--- src/rtl/core/ttc_pkg.sv ---
// ----------------------------------------------------------------------------
// Triangle tangent package
// Widths, codes and handshake structs shared by the tangent core files.
// ----------------------------------------------------------------------------
package ttc_pkg;

   localparam int POS_W      = 32;
   localparam int UV_W       = 16;
   localparam int EDGE_W     = POS_W + 1;
   localparam int DUV_W      = UV_W + 1;
   localparam int PROD_W     = EDGE_W + DUV_W;
   localparam int ACC_W      = PROD_W + 1;
   localparam int DET_W      = 2 * DUV_W + 1;
   localparam int NMAG_W     = PROD_W;
   localparam int Q_W        = 32;
   localparam int FRAC_SHIFT = 12;
   localparam int HI_W       = NMAG_W + FRAC_SHIFT - Q_W;
   localparam int LO_W       = Q_W - FRAC_SHIFT;
   localparam int CNT_W      = $clog2(Q_W);
   localparam int NUM_AXES   = 3;
   localparam int AXIS_W     = $clog2(NUM_AXES);

   localparam logic [Q_W-1:0] SAT_POS = {1'b0, {(Q_W-1){1'b1}}};
   localparam logic [Q_W-1:0] SAT_NEG = {1'b1, {(Q_W-1){1'b0}}};

   localparam logic [1:0] CORNER_FIRST  = 2'd0;
   localparam logic [1:0] CORNER_SECOND = 2'd1;
   localparam logic [1:0] CORNER_THIRD  = 2'd2;

   typedef struct packed {
      logic              start;
      logic              neg;
      logic [NMAG_W-1:0] num_mag;
      logic [DET_W-1:0]  den_mag;
   } div_req_type;

   typedef struct packed {
      logic           done;
      logic [Q_W-1:0] quot;
   } div_rsp_type;

endpackage

--- src/rtl/core/ttc_if.sv ---
// ----------------------------------------------------------------------------
// Triangle tangent stream interfaces
// Vertex and tangent channels with valid/ready handshakes.
// ----------------------------------------------------------------------------
interface ttc_req_if;
   logic                             valid;
   logic                             ready;
   logic signed [ttc_pkg::POS_W-1:0] pos_x;
   logic signed [ttc_pkg::POS_W-1:0] pos_y;
   logic signed [ttc_pkg::POS_W-1:0] pos_z;
   logic signed [ttc_pkg::UV_W-1:0]  tex_u;
   logic signed [ttc_pkg::UV_W-1:0]  tex_v;

   modport source (output valid, pos_x, pos_y, pos_z, tex_u, tex_v, input ready);
   modport sink (input valid, pos_x, pos_y, pos_z, tex_u, tex_v, output ready);
endinterface

interface ttc_rsp_if;
   logic                           valid;
   logic                           ready;
   logic signed [ttc_pkg::Q_W-1:0] tangent_x;
   logic signed [ttc_pkg::Q_W-1:0] tangent_y;
   logic signed [ttc_pkg::Q_W-1:0] tangent_z;

   modport source (output valid, tangent_x, tangent_y, tangent_z, input ready);
   modport sink (input valid, tangent_x, tangent_y, tangent_z, output ready);
endinterface

--- src/rtl/core/ttc_div.sv ---
// ----------------------------------------------------------------------------
// Triangle tangent divider
// Radix-2 restoring divider, one quotient bit per cycle, with saturation.
// ----------------------------------------------------------------------------
module ttc_div (
   input  logic                 clock,
   input  logic                 reset,
   input  ttc_pkg::div_req_type div_req,
   output ttc_pkg::div_rsp_type div_rsp
);
   import ttc_pkg::*;

   typedef enum logic [1:0] {
      D_IDLE,
      D_CHECK,
      D_RUN,
      D_FIN
   } dstate_type;

   dstate_type        state_ff, state_in;
   logic [CNT_W-1:0]  count_ff, count_in;
   logic [DET_W-1:0]  rem_ff, rem_in;
   logic [DET_W-1:0]  den_ff, den_in;
   logic [Q_W-1:0]    low_ff, low_in;
   logic [Q_W-1:0]    quot_ff, quot_in;
   logic              neg_ff, neg_in;
   logic              ovf_ff, ovf_in;
   logic [DET_W:0]    rem_shift;
   logic [DET_W:0]    rem_diff;
   logic [Q_W-1:0]    quot_neg;
   logic              quot_big;

   assign rem_shift = {rem_ff, low_ff[Q_W-1]};
   assign rem_diff  = rem_shift - {1'b0, den_ff};
   assign quot_neg  = (~quot_ff) + Q_W'(1);
   assign quot_big  = quot_ff[Q_W-1] && (quot_ff[Q_W-2:0] != '0);

   always_comb begin
      state_in = state_ff;
      count_in = count_ff;
      rem_in   = rem_ff;
      den_in   = den_ff;
      low_in   = low_ff;
      quot_in  = quot_ff;
      neg_in   = neg_ff;
      ovf_in   = ovf_ff;
      unique case (state_ff)
         D_IDLE: begin
            if (div_req.start) begin
               rem_in   = DET_W'(div_req.num_mag[NMAG_W-1 -: HI_W]);
               low_in   = {div_req.num_mag[LO_W-1:0], {FRAC_SHIFT{1'b0}}};
               den_in   = div_req.den_mag;
               neg_in   = div_req.neg;
               quot_in  = '0;
               state_in = D_CHECK;
            end
         end
         D_CHECK: begin
            ovf_in   = (rem_ff >= den_ff);
            count_in = CNT_W'(Q_W - 1);
            state_in = (rem_ff >= den_ff) ? D_FIN : D_RUN;
         end
         D_RUN: begin
            if (!rem_diff[DET_W]) begin
               rem_in  = rem_diff[DET_W-1:0];
               quot_in = {quot_ff[Q_W-2:0], 1'b1};
            end else begin
               rem_in  = rem_shift[DET_W-1:0];
               quot_in = {quot_ff[Q_W-2:0], 1'b0};
            end
            low_in   = {low_ff[Q_W-2:0], 1'b0};
            count_in = count_ff - CNT_W'(1);
            if (count_ff == '0) begin
               state_in = D_FIN;
            end
         end
         D_FIN: begin
            state_in = D_IDLE;
         end
         default: begin
            state_in = D_IDLE;
         end
      endcase
   end

   always_comb begin
      div_rsp.done = (state_ff == D_FIN);
      if (neg_ff) begin
         div_rsp.quot = (ovf_ff || quot_big) ? SAT_NEG : quot_neg;
      end else begin
         div_rsp.quot = (ovf_ff || quot_ff[Q_W-1]) ? SAT_POS : quot_ff;
      end
   end

   always_ff @(posedge clock) begin
      if (reset) begin
         state_ff <= D_IDLE;
      end else begin
         state_ff <= state_in;
      end
      count_ff <= count_in;
      rem_ff   <= rem_in;
      den_ff   <= den_in;
      low_ff   <= low_in;
      quot_ff  <= quot_in;
      neg_ff   <= neg_in;
      ovf_ff   <= ovf_in;
   end

endmodule

--- src/rtl/core/triangle_tangent_compute_core.sv ---
// ----------------------------------------------------------------------------
// Triangle tangent compute core
// The first two vertices of a triangle are stored. The third runs the
// determinant on the shared multiplier (two products, a subtract), then per
// axis two products, a subtract and a 32-step divide; a zero determinant
// gives zero tangents. The divider loop sets the rate. Reset is synchronous
// and clears the corner count and all handshake state, not the corner stores.
// ----------------------------------------------------------------------------
module triangle_tangent_compute_core (
   input  logic      clock,
   input  logic      reset,
   ttc_req_if.sink   req_stream,
   ttc_rsp_if.source rsp_stream
);
   import ttc_pkg::*;

   typedef enum logic [2:0] {
      S_IDLE,
      S_MUL0,
      S_MUL1,
      S_SUB,
      S_DIV_WAIT,
      S_PUSH
   } state_type;

   state_type                state_ff, state_in;
   logic [1:0]               corner_count_ff, corner_count_in;
   logic                     det_phase_ff, det_phase_in;
   logic [AXIS_W-1:0]        axis_ff, axis_in;
   logic                     rsp_valid_ff, rsp_valid_in;

   logic signed [POS_W-1:0]  first_pos_ff [NUM_AXES];
   logic signed [POS_W-1:0]  first_pos_in [NUM_AXES];
   logic signed [POS_W-1:0]  second_pos_ff [NUM_AXES];
   logic signed [POS_W-1:0]  second_pos_in [NUM_AXES];
   logic signed [UV_W-1:0]   first_u_ff, first_u_in, first_v_ff, first_v_in;
   logic signed [UV_W-1:0]   second_u_ff, second_u_in, second_v_ff, second_v_in;
   logic signed [EDGE_W-1:0] e1_ff [NUM_AXES];
   logic signed [EDGE_W-1:0] e1_in [NUM_AXES];
   logic signed [EDGE_W-1:0] e2_ff [NUM_AXES];
   logic signed [EDGE_W-1:0] e2_in [NUM_AXES];
   logic signed [DUV_W-1:0]  du1_ff, du1_in, dv1_ff, dv1_in;
   logic signed [DUV_W-1:0]  du2_ff, du2_in, dv2_ff, dv2_in;
   logic signed [PROD_W-1:0] prod_ff, prod_in;
   logic signed [PROD_W-1:0] acc_ff, acc_in;
   logic [DET_W-1:0]         det_mag_ff, det_mag_in;
   logic                     det_neg_ff, det_neg_in;
   logic [Q_W-1:0]           tan_ff [NUM_AXES];
   logic [Q_W-1:0]           tan_in [NUM_AXES];
   logic [Q_W-1:0]           rsp_x_ff, rsp_x_in, rsp_y_ff, rsp_y_in, rsp_z_ff, rsp_z_in;

   logic                     req_accept;
   logic signed [DUV_W-1:0]  mul_a;
   logic signed [EDGE_W-1:0] mul_b;
   logic signed [PROD_W-1:0] mul_res;
   logic signed [ACC_W-1:0]  diff;
   logic [ACC_W-1:0]         diff_mag;
   div_req_type              div_req;
   div_rsp_type              div_rsp;

   assign req_stream.ready = (state_ff == S_IDLE);
   assign req_accept       = req_stream.valid && req_stream.ready;

   assign rsp_stream.valid     = rsp_valid_ff;
   assign rsp_stream.tangent_x = rsp_x_ff;
   assign rsp_stream.tangent_y = rsp_y_ff;
   assign rsp_stream.tangent_z = rsp_z_ff;

   always_comb begin
      if (det_phase_ff) begin
         mul_a = (state_ff == S_MUL0) ? du1_ff : dv1_ff;
         mul_b = (state_ff == S_MUL0) ? EDGE_W'(dv2_ff) : EDGE_W'(du2_ff);
      end else begin
         mul_a = (state_ff == S_MUL0) ? dv2_ff : dv1_ff;
         mul_b = (state_ff == S_MUL0) ? e1_ff[axis_ff] : e2_ff[axis_ff];
      end
   end

   assign mul_res  = PROD_W'(mul_a) * PROD_W'(mul_b);
   assign diff     = ACC_W'(acc_ff) - ACC_W'(prod_ff);
   assign diff_mag = diff[ACC_W-1] ? ((~diff) + ACC_W'(1)) : diff;

   always_comb begin
      div_req.start   = (state_ff == S_SUB) && !det_phase_ff;
      div_req.neg     = diff[ACC_W-1] ^ det_neg_ff;
      div_req.num_mag = diff_mag[NMAG_W-1:0];
      div_req.den_mag = det_mag_ff;
   end

   ttc_div u_div (
      .clock   (clock),
      .reset   (reset),
      .div_req (div_req),
      .div_rsp (div_rsp)
   );

   always_comb begin
      state_in        = state_ff;
      corner_count_in = corner_count_ff;
      det_phase_in    = det_phase_ff;
      axis_in         = axis_ff;
      rsp_valid_in    = rsp_valid_ff && !rsp_stream.ready;
      first_pos_in    = first_pos_ff;
      second_pos_in   = second_pos_ff;
      first_u_in      = first_u_ff;
      first_v_in      = first_v_ff;
      second_u_in     = second_u_ff;
      second_v_in     = second_v_ff;
      e1_in           = e1_ff;
      e2_in           = e2_ff;
      du1_in          = du1_ff;
      dv1_in          = dv1_ff;
      du2_in          = du2_ff;
      dv2_in          = dv2_ff;
      prod_in         = prod_ff;
      acc_in          = acc_ff;
      det_mag_in      = det_mag_ff;
      det_neg_in      = det_neg_ff;
      tan_in          = tan_ff;
      rsp_x_in        = rsp_x_ff;
      rsp_y_in        = rsp_y_ff;
      rsp_z_in        = rsp_z_ff;

      unique case (state_ff)
         S_IDLE: begin
            if (req_accept) begin
               unique case (corner_count_ff)
                  CORNER_FIRST: begin
                     first_pos_in[0] = req_stream.pos_x;
                     first_pos_in[1] = req_stream.pos_y;
                     first_pos_in[2] = req_stream.pos_z;
                     first_u_in      = req_stream.tex_u;
                     first_v_in      = req_stream.tex_v;
                     corner_count_in = CORNER_SECOND;
                  end
                  CORNER_SECOND: begin
                     second_pos_in[0] = req_stream.pos_x;
                     second_pos_in[1] = req_stream.pos_y;
                     second_pos_in[2] = req_stream.pos_z;
                     second_u_in      = req_stream.tex_u;
                     second_v_in      = req_stream.tex_v;
                     corner_count_in  = CORNER_THIRD;
                  end
                  default: begin
                     for (int i = 0; i < NUM_AXES; i++) begin
                        e1_in[i] = EDGE_W'(second_pos_ff[i]) - EDGE_W'(first_pos_ff[i]);
                     end
                     e2_in[0] = EDGE_W'(req_stream.pos_x) - EDGE_W'(first_pos_ff[0]);
                     e2_in[1] = EDGE_W'(req_stream.pos_y) - EDGE_W'(first_pos_ff[1]);
                     e2_in[2] = EDGE_W'(req_stream.pos_z) - EDGE_W'(first_pos_ff[2]);
                     du1_in          = DUV_W'(second_u_ff) - DUV_W'(first_u_ff);
                     dv1_in          = DUV_W'(second_v_ff) - DUV_W'(first_v_ff);
                     du2_in          = DUV_W'(req_stream.tex_u) - DUV_W'(first_u_ff);
                     dv2_in          = DUV_W'(req_stream.tex_v) - DUV_W'(first_v_ff);
                     corner_count_in = CORNER_FIRST;
                     det_phase_in    = 1'b1;
                     axis_in         = '0;
                     state_in        = S_MUL0;
                  end
               endcase
            end
         end
         S_MUL0: begin
            prod_in  = mul_res;
            state_in = S_MUL1;
         end
         S_MUL1: begin
            acc_in   = prod_ff;
            prod_in  = mul_res;
            state_in = S_SUB;
         end
         S_SUB: begin
            if (det_phase_ff) begin
               det_mag_in   = diff_mag[DET_W-1:0];
               det_neg_in   = diff[ACC_W-1];
               det_phase_in = 1'b0;
               if (diff == '0) begin
                  for (int i = 0; i < NUM_AXES; i++) begin
                     tan_in[i] = '0;
                  end
                  state_in = S_PUSH;
               end else begin
                  state_in = S_MUL0;
               end
            end else begin
               state_in = S_DIV_WAIT;
            end
         end
         S_DIV_WAIT: begin
            if (div_rsp.done) begin
               tan_in[axis_ff] = div_rsp.quot;
               if (axis_ff == AXIS_W'(NUM_AXES - 1)) begin
                  state_in = S_PUSH;
               end else begin
                  axis_in  = axis_ff + AXIS_W'(1);
                  state_in = S_MUL0;
               end
            end
         end
         S_PUSH: begin
            if (!rsp_valid_ff || rsp_stream.ready) begin
               rsp_valid_in = 1'b1;
               rsp_x_in     = tan_ff[0];
               rsp_y_in     = tan_ff[1];
               rsp_z_in     = tan_ff[2];
               state_in     = S_IDLE;
            end
         end
         default: begin
            state_in = S_IDLE;
         end
      endcase
   end

   always_ff @(posedge clock) begin
      if (reset) begin
         state_ff        <= S_IDLE;
         corner_count_ff <= CORNER_FIRST;
         det_phase_ff    <= 1'b0;
         axis_ff         <= '0;
         rsp_valid_ff    <= 1'b0;
      end else begin
         state_ff        <= state_in;
         corner_count_ff <= corner_count_in;
         det_phase_ff    <= det_phase_in;
         axis_ff         <= axis_in;
         rsp_valid_ff    <= rsp_valid_in;
      end
      first_pos_ff  <= first_pos_in;
      second_pos_ff <= second_pos_in;
      first_u_ff    <= first_u_in;
      first_v_ff    <= first_v_in;
      second_u_ff   <= second_u_in;
      second_v_ff   <= second_v_in;
      e1_ff         <= e1_in;
      e2_ff         <= e2_in;
      du1_ff        <= du1_in;
      dv1_ff        <= dv1_in;
      du2_ff        <= du2_in;
      dv2_ff        <= dv2_in;
      prod_ff       <= prod_in;
      acc_ff        <= acc_in;
      det_mag_ff    <= det_mag_in;
      det_neg_ff    <= det_neg_in;
      tan_ff        <= tan_in;
      rsp_x_ff      <= rsp_x_in;
      rsp_y_ff      <= rsp_y_in;
      rsp_z_ff      <= rsp_z_in;
   end

endmodule

--- src/flat_wrapper.sv ---
// flat-port wrapper written by rule: the top's interface ports become plain ports
module triangle_tangent_compute_core_flat import ttc_pkg::*;
  (clock, reset, req_stream_valid, req_stream_pos_x, req_stream_pos_y, req_stream_pos_z, req_stream_tex_u, req_stream_tex_v, req_stream_ready, rsp_stream_valid, rsp_stream_tangent_x, rsp_stream_tangent_y, rsp_stream_tangent_z, rsp_stream_ready);
  ttc_req_if req_stream_i ();
  ttc_rsp_if rsp_stream_i ();
  input  logic clock;
  input  logic reset;
  input wire logic [$bits(req_stream_i.valid)-1:0] req_stream_valid;
  input wire logic [$bits(req_stream_i.pos_x)-1:0] req_stream_pos_x;
  input wire logic [$bits(req_stream_i.pos_y)-1:0] req_stream_pos_y;
  input wire logic [$bits(req_stream_i.pos_z)-1:0] req_stream_pos_z;
  input wire logic [$bits(req_stream_i.tex_u)-1:0] req_stream_tex_u;
  input wire logic [$bits(req_stream_i.tex_v)-1:0] req_stream_tex_v;
  output wire logic [$bits(req_stream_i.ready)-1:0] req_stream_ready;
  output wire logic [$bits(rsp_stream_i.valid)-1:0] rsp_stream_valid;
  output wire logic [$bits(rsp_stream_i.tangent_x)-1:0] rsp_stream_tangent_x;
  output wire logic [$bits(rsp_stream_i.tangent_y)-1:0] rsp_stream_tangent_y;
  output wire logic [$bits(rsp_stream_i.tangent_z)-1:0] rsp_stream_tangent_z;
  input wire logic [$bits(rsp_stream_i.ready)-1:0] rsp_stream_ready;
  assign req_stream_i.valid = req_stream_valid;
  assign req_stream_i.pos_x = req_stream_pos_x;
  assign req_stream_i.pos_y = req_stream_pos_y;
  assign req_stream_i.pos_z = req_stream_pos_z;
  assign req_stream_i.tex_u = req_stream_tex_u;
  assign req_stream_i.tex_v = req_stream_tex_v;
  assign req_stream_ready = req_stream_i.ready;
  assign rsp_stream_valid = rsp_stream_i.valid;
  assign rsp_stream_tangent_x = rsp_stream_i.tangent_x;
  assign rsp_stream_tangent_y = rsp_stream_i.tangent_y;
  assign rsp_stream_tangent_z = rsp_stream_i.tangent_z;
  assign rsp_stream_i.ready = rsp_stream_ready;
  triangle_tangent_compute_core u_core (.clock(clock), .reset(reset), .req_stream(req_stream_i), .rsp_stream(rsp_stream_i));
endmodule
--- config.mk ---
export PLATFORM = sky130hd
export DESIGN_NAME = triangle_tangent_compute_core_flat
export DESIGN_NICKNAME = d
export VERILOG_FILES = /design/src/rtl/core/ttc_pkg.sv /design/src/rtl/core/ttc_if.sv /design/src/rtl/core/ttc_div.sv /design/src/rtl/core/triangle_tangent_compute_core.sv /design/src/flat_wrapper.sv
export SDC_FILE = /design/constraint.sdc
export NUM_CORES = 2
export LEC_CHECK = 0
export BUFFER_PORTS_ARGS = -buffer_cell sky130_fd_sc_hd__buf_2
export CORE_ASPECT_RATIO = 1.5
export CORE_MARGIN = 10
export CORE_UTILIZATION = 55
export CTS_CLUSTER_DIAMETER = 60
export DETAILED_ROUTE_END_ITERATION = 6
export HOLD_SLACK_MARGIN = 0.06
export PLACE_DENSITY_LB_ADDON = 0.15
export SYNTH_ARGS = -nofsm -noshare
export SYNTH_HDL_FRONTEND = slang
export SYNTH_SLANG_ARGS = --single-unit
--- constraint.sdc ---
create_clock -name clock -period 13.85 [get_ports clock]
set_clock_uncertainty 0.2 [all_clocks]
set_input_delay 0.6925 -clock clock [delete_from_list [all_inputs] [get_ports clock]]
set_output_delay 0.6925 -clock clock [all_outputs]
set_load 0.03 [all_outputs]
==> results.md <==
* Status: completed
* Lkg Pwr at 33.96 nW
* Final Hold Vio Count at 0
* CP arrival at 10.37 ns
* Synth Flop Type: edfxtp_1
* Core box area at 0.1332 mm²
* CTS tree: yes
* Starting Density at 55.40%
* CP required at 14.13 ns
* Die height at 468.6 µm
* Area after DPL at 0.07712 mm²
* H-tree depth at 3
* Mapped Avg Cell Area at 10.65 µm²
* Gpl congestion at 0.9947
* Hold Path Class: in2reg
* Main combinational cell family by area after synthesis: adder cells
* Total routed wirelength at 197,300 µm
* Site Rows at 164
* CP most frequent cell: fa_1
* Crit path time final at 10.09 ns
* Synth Area in Adders at 23.40%
* Asr flop ratio synth at 0%
* I/O pin count at 230
* Tcrit/Tclk final at 72.87%
* Number of flops mapped to enable cells by yosys at 979
* Sequential-to-total area share from yosys stat at 40.15%
* Post-Synth XOR/XNOR Area at 3.942%
* CP Class: reg2reg
* Least-Margin Pin Slew at 1.217 ns
* Filler cell count at 10,850
* First-pass GRT wire length at 306,600 µm
* Postcts setup bufs at 0
* Maximum VDD drop at 0.0003246 V
* Vias in the first global route at 55,800
* #FFs+latches synth at 990
* Post-layout util at 61.39%
* Slew Limit Fails at 0
* I/O Buffers at 229
* Overall global routing resource usage at 26.18%
* Area taken by multi-input logic gates at 0.04008 mm²
* Later-pin clock latency in the skew report at 0.76 ns
* Crit path max-delay cell type: a21oi_1
* Worst rel slew slack at 18.29%
* Syn Nets at 8,107
* Post-layout net count at 8,445
* DR vias/cell at 5.782
* Most frequent cells in the layout: edfxtp_1 (979), inv_1 (923), nor2_1 (617)
* CP startpoint kind: register
* Commonest non-fill, non-tap cell in the layout: edfxtp_1
* DRT iter0 DRCs at 3,352
* CTS sink count at 990
* Fraction of layout cells with a size suffix above 1 at 8.811%
* Die Wd at 319.0 µm
* Yosys warnings at 0
* DRC errors left at 0
* DR WL/cell at 21.71 µm
* CP Max Fanout at 125
* Power per cell area at 245.6 mW/mm²
* Fmax at 99.08 MHz
* Max cap viols at 0
* Worst-path clk slew at 0.06 ns
* Final worst slack at 3.757 ns
* Growth of design area from synthesis to finish at 10.82%
* GR Overflow Total at 0
* CTS Buf Count at 101
* Final Setup Violations at 0
* Syn Std Cell Area at 0.07377 mm²
* Setup WS pre-CTS at 3.980 ns
* Compound-cell area share of the yosys netlist at 12.66%
* Slowest Stage Delay on Critical Path at 0.76 ns
* Setup crit end kind: register
* Clk Tree Root Cell: clkbuf_16
* Routed Antenna Nets at 0
* Register Area at 0.02962 mm²
* Initial antenna violation count at 3
* Dpl hpwl at 154,200 µm
* Mux cell area share after synthesis at 2.788%
* Largest net degree at the start of global routing at 130
* Drt first pass iters at 6
* Fin area at 0.08175 mm²
* Synth Instances at 6,924
* Vias at 52,540
* CTS max path bufs at 3
* Final setup TNS at 0 ns
* Antenna cells at 0
* Simple-Gate Fraction of Synth Area at 11.31%
* Die ar. at 0.1495 mm²
* Post-synth cell types at 101
* Unrepaired setup endpoints after global routing: no
==> flip-flops by register name (all words and copies together), names as in the netlist, 17 cells and up <==
register	flops
u_core.det_mag_ff	35
u_core.acc_ff	50
u_core.rsp_stream.tangent_x	32
u_core.u_div.den_ff	35
u_core.e1_ff	99
u_core.first_pos_ff	96
u_core.prod_ff	50
u_core.u_div.low_ff	20
u_core.u_div.rem_ff	35
u_core.du1_ff	17
u_core.rsp_stream.tangent_z	32
u_core.tan_ff	96
u_core.e2_ff	99
u_core.rsp_stream.tangent_y	32
u_core.second_pos_ff	96
u_core.du2_ff	17
u_core.dv1_ff	17
u_core.dv2_ff	17
u_core.u_div.quot_ff	32
==> synth_stat cells, drive strengths merged (82+ instances only) <==
master / instances / share of area (%)
and2: 82 / 0.70
nor3: 110 / 0.77
a21oi: 422 / 2.9
nor2b: 83 / 0.70
ha: 503 / 8.5
xnor2: 246 / 2.9
nor2: 620 / 3.2
a21o: 158 / 1.6
nand3: 94 / 0.65
clkbuf: 171 / 0.87
fa: 548 / 15
inv: 924 / 4.7
edfxtp: 979 / 40
nand2: 547 / 2.8
o21ai: 342 / 2.3
xor2: 86 / 1.0
==> path summary, 6_finish.rpt <==
kind,end,slack [ns],start,cells after the start
worst max-delay path,u_core.prod_ff[49],3.76,u_core.state_ff[0],29
worst min-delay path,u_core.corner_count_ff[1],0.12,reset,2
worst min register to register,u_core.u_div.den_ff[3],0.21,u_core.det_mag_ff[3],0
worst max register to register,u_core.prod_ff[49],3.76,u_core.state_ff[0],29
==> critical path, delay by kind of cell, from the launching register on <==
| family | cells | cell delay, ns |
|---|---|---|
| buf+inv | 5 | 0.73 |
| xor+xnor | 1 | 0.14 |
| fa+ha+maj | 7 | 3.43 |
| mux | 1 | 0.38 |
| flops | 1 | 0.44 |
| compound gates | 10 | 2.63 |
| simple gates | 5 | 1.46 |
==> routing by layer <==
layer,global-route usage [%],vias up,routed length (µm)
met3,3.080,470,7700
met5,0,-,28
met1,26.90,25960,70570
met2,49.59,1352,104400
met4,17.52,4,14540
li1,-,24750,-
==> kinds of logic (layout without fill, tap and decap cells) <==
| kind of cell | after synthesis | in the layout |
|---|---|---|
| multiplexers | 156 | 156 |
| flip-flops | 990 | 990 |
| XOR/XNOR | 332 | 332 |
| AO/OA/AOI/OAI | 1458 | 1458 |
| adder cells (fa/ha/maj) | 1051 | 1051 |
| buffers and inverters | 1126 | 1545 |
| AND/OR/NAND/NOR | 1811 | 1811 |
==> final cells by class <==
class | instances | area share, %
multi-input cells | 4808 | 49.03
clock buffers | 119 | 3.200
well taps | 1743 | 2.668
flip-flops and latches | 990 | 36.24
clock inverters | 65 | 0.9015
repair buffers | 434 | 3.707
inverters | 927 | 4.256
==> stage by stage <==
stage	total power [mW]	hold slack, ns	instances
floorplan	14.04	0.2003	6924
global placement	16.93	0.2011	8774
detailed placement	17.20	0.2054	8774
CTS	20.08	0.07527	9086
global route	21.77	0.1437	9086
finish	20.08	0.1179	9086
==> power by group <==
group          total [mW]  switching [mW]  internal [mW]  leakage (nW)
clock                2.77            1.20           1.57          1.61
sequential           4.29          0.0633           4.22          8.83
combinational        13.0            7.62           5.40          23.5
==> repair_timing <==
| item | CTS | global route |
|---|---|---|
| endpoints found under the hold margin | 256 | 0 |
| gates resized for setup | 0 | 0 |
| hold buffers | 128 | 0 |
(Power assumes the default switching activity.)
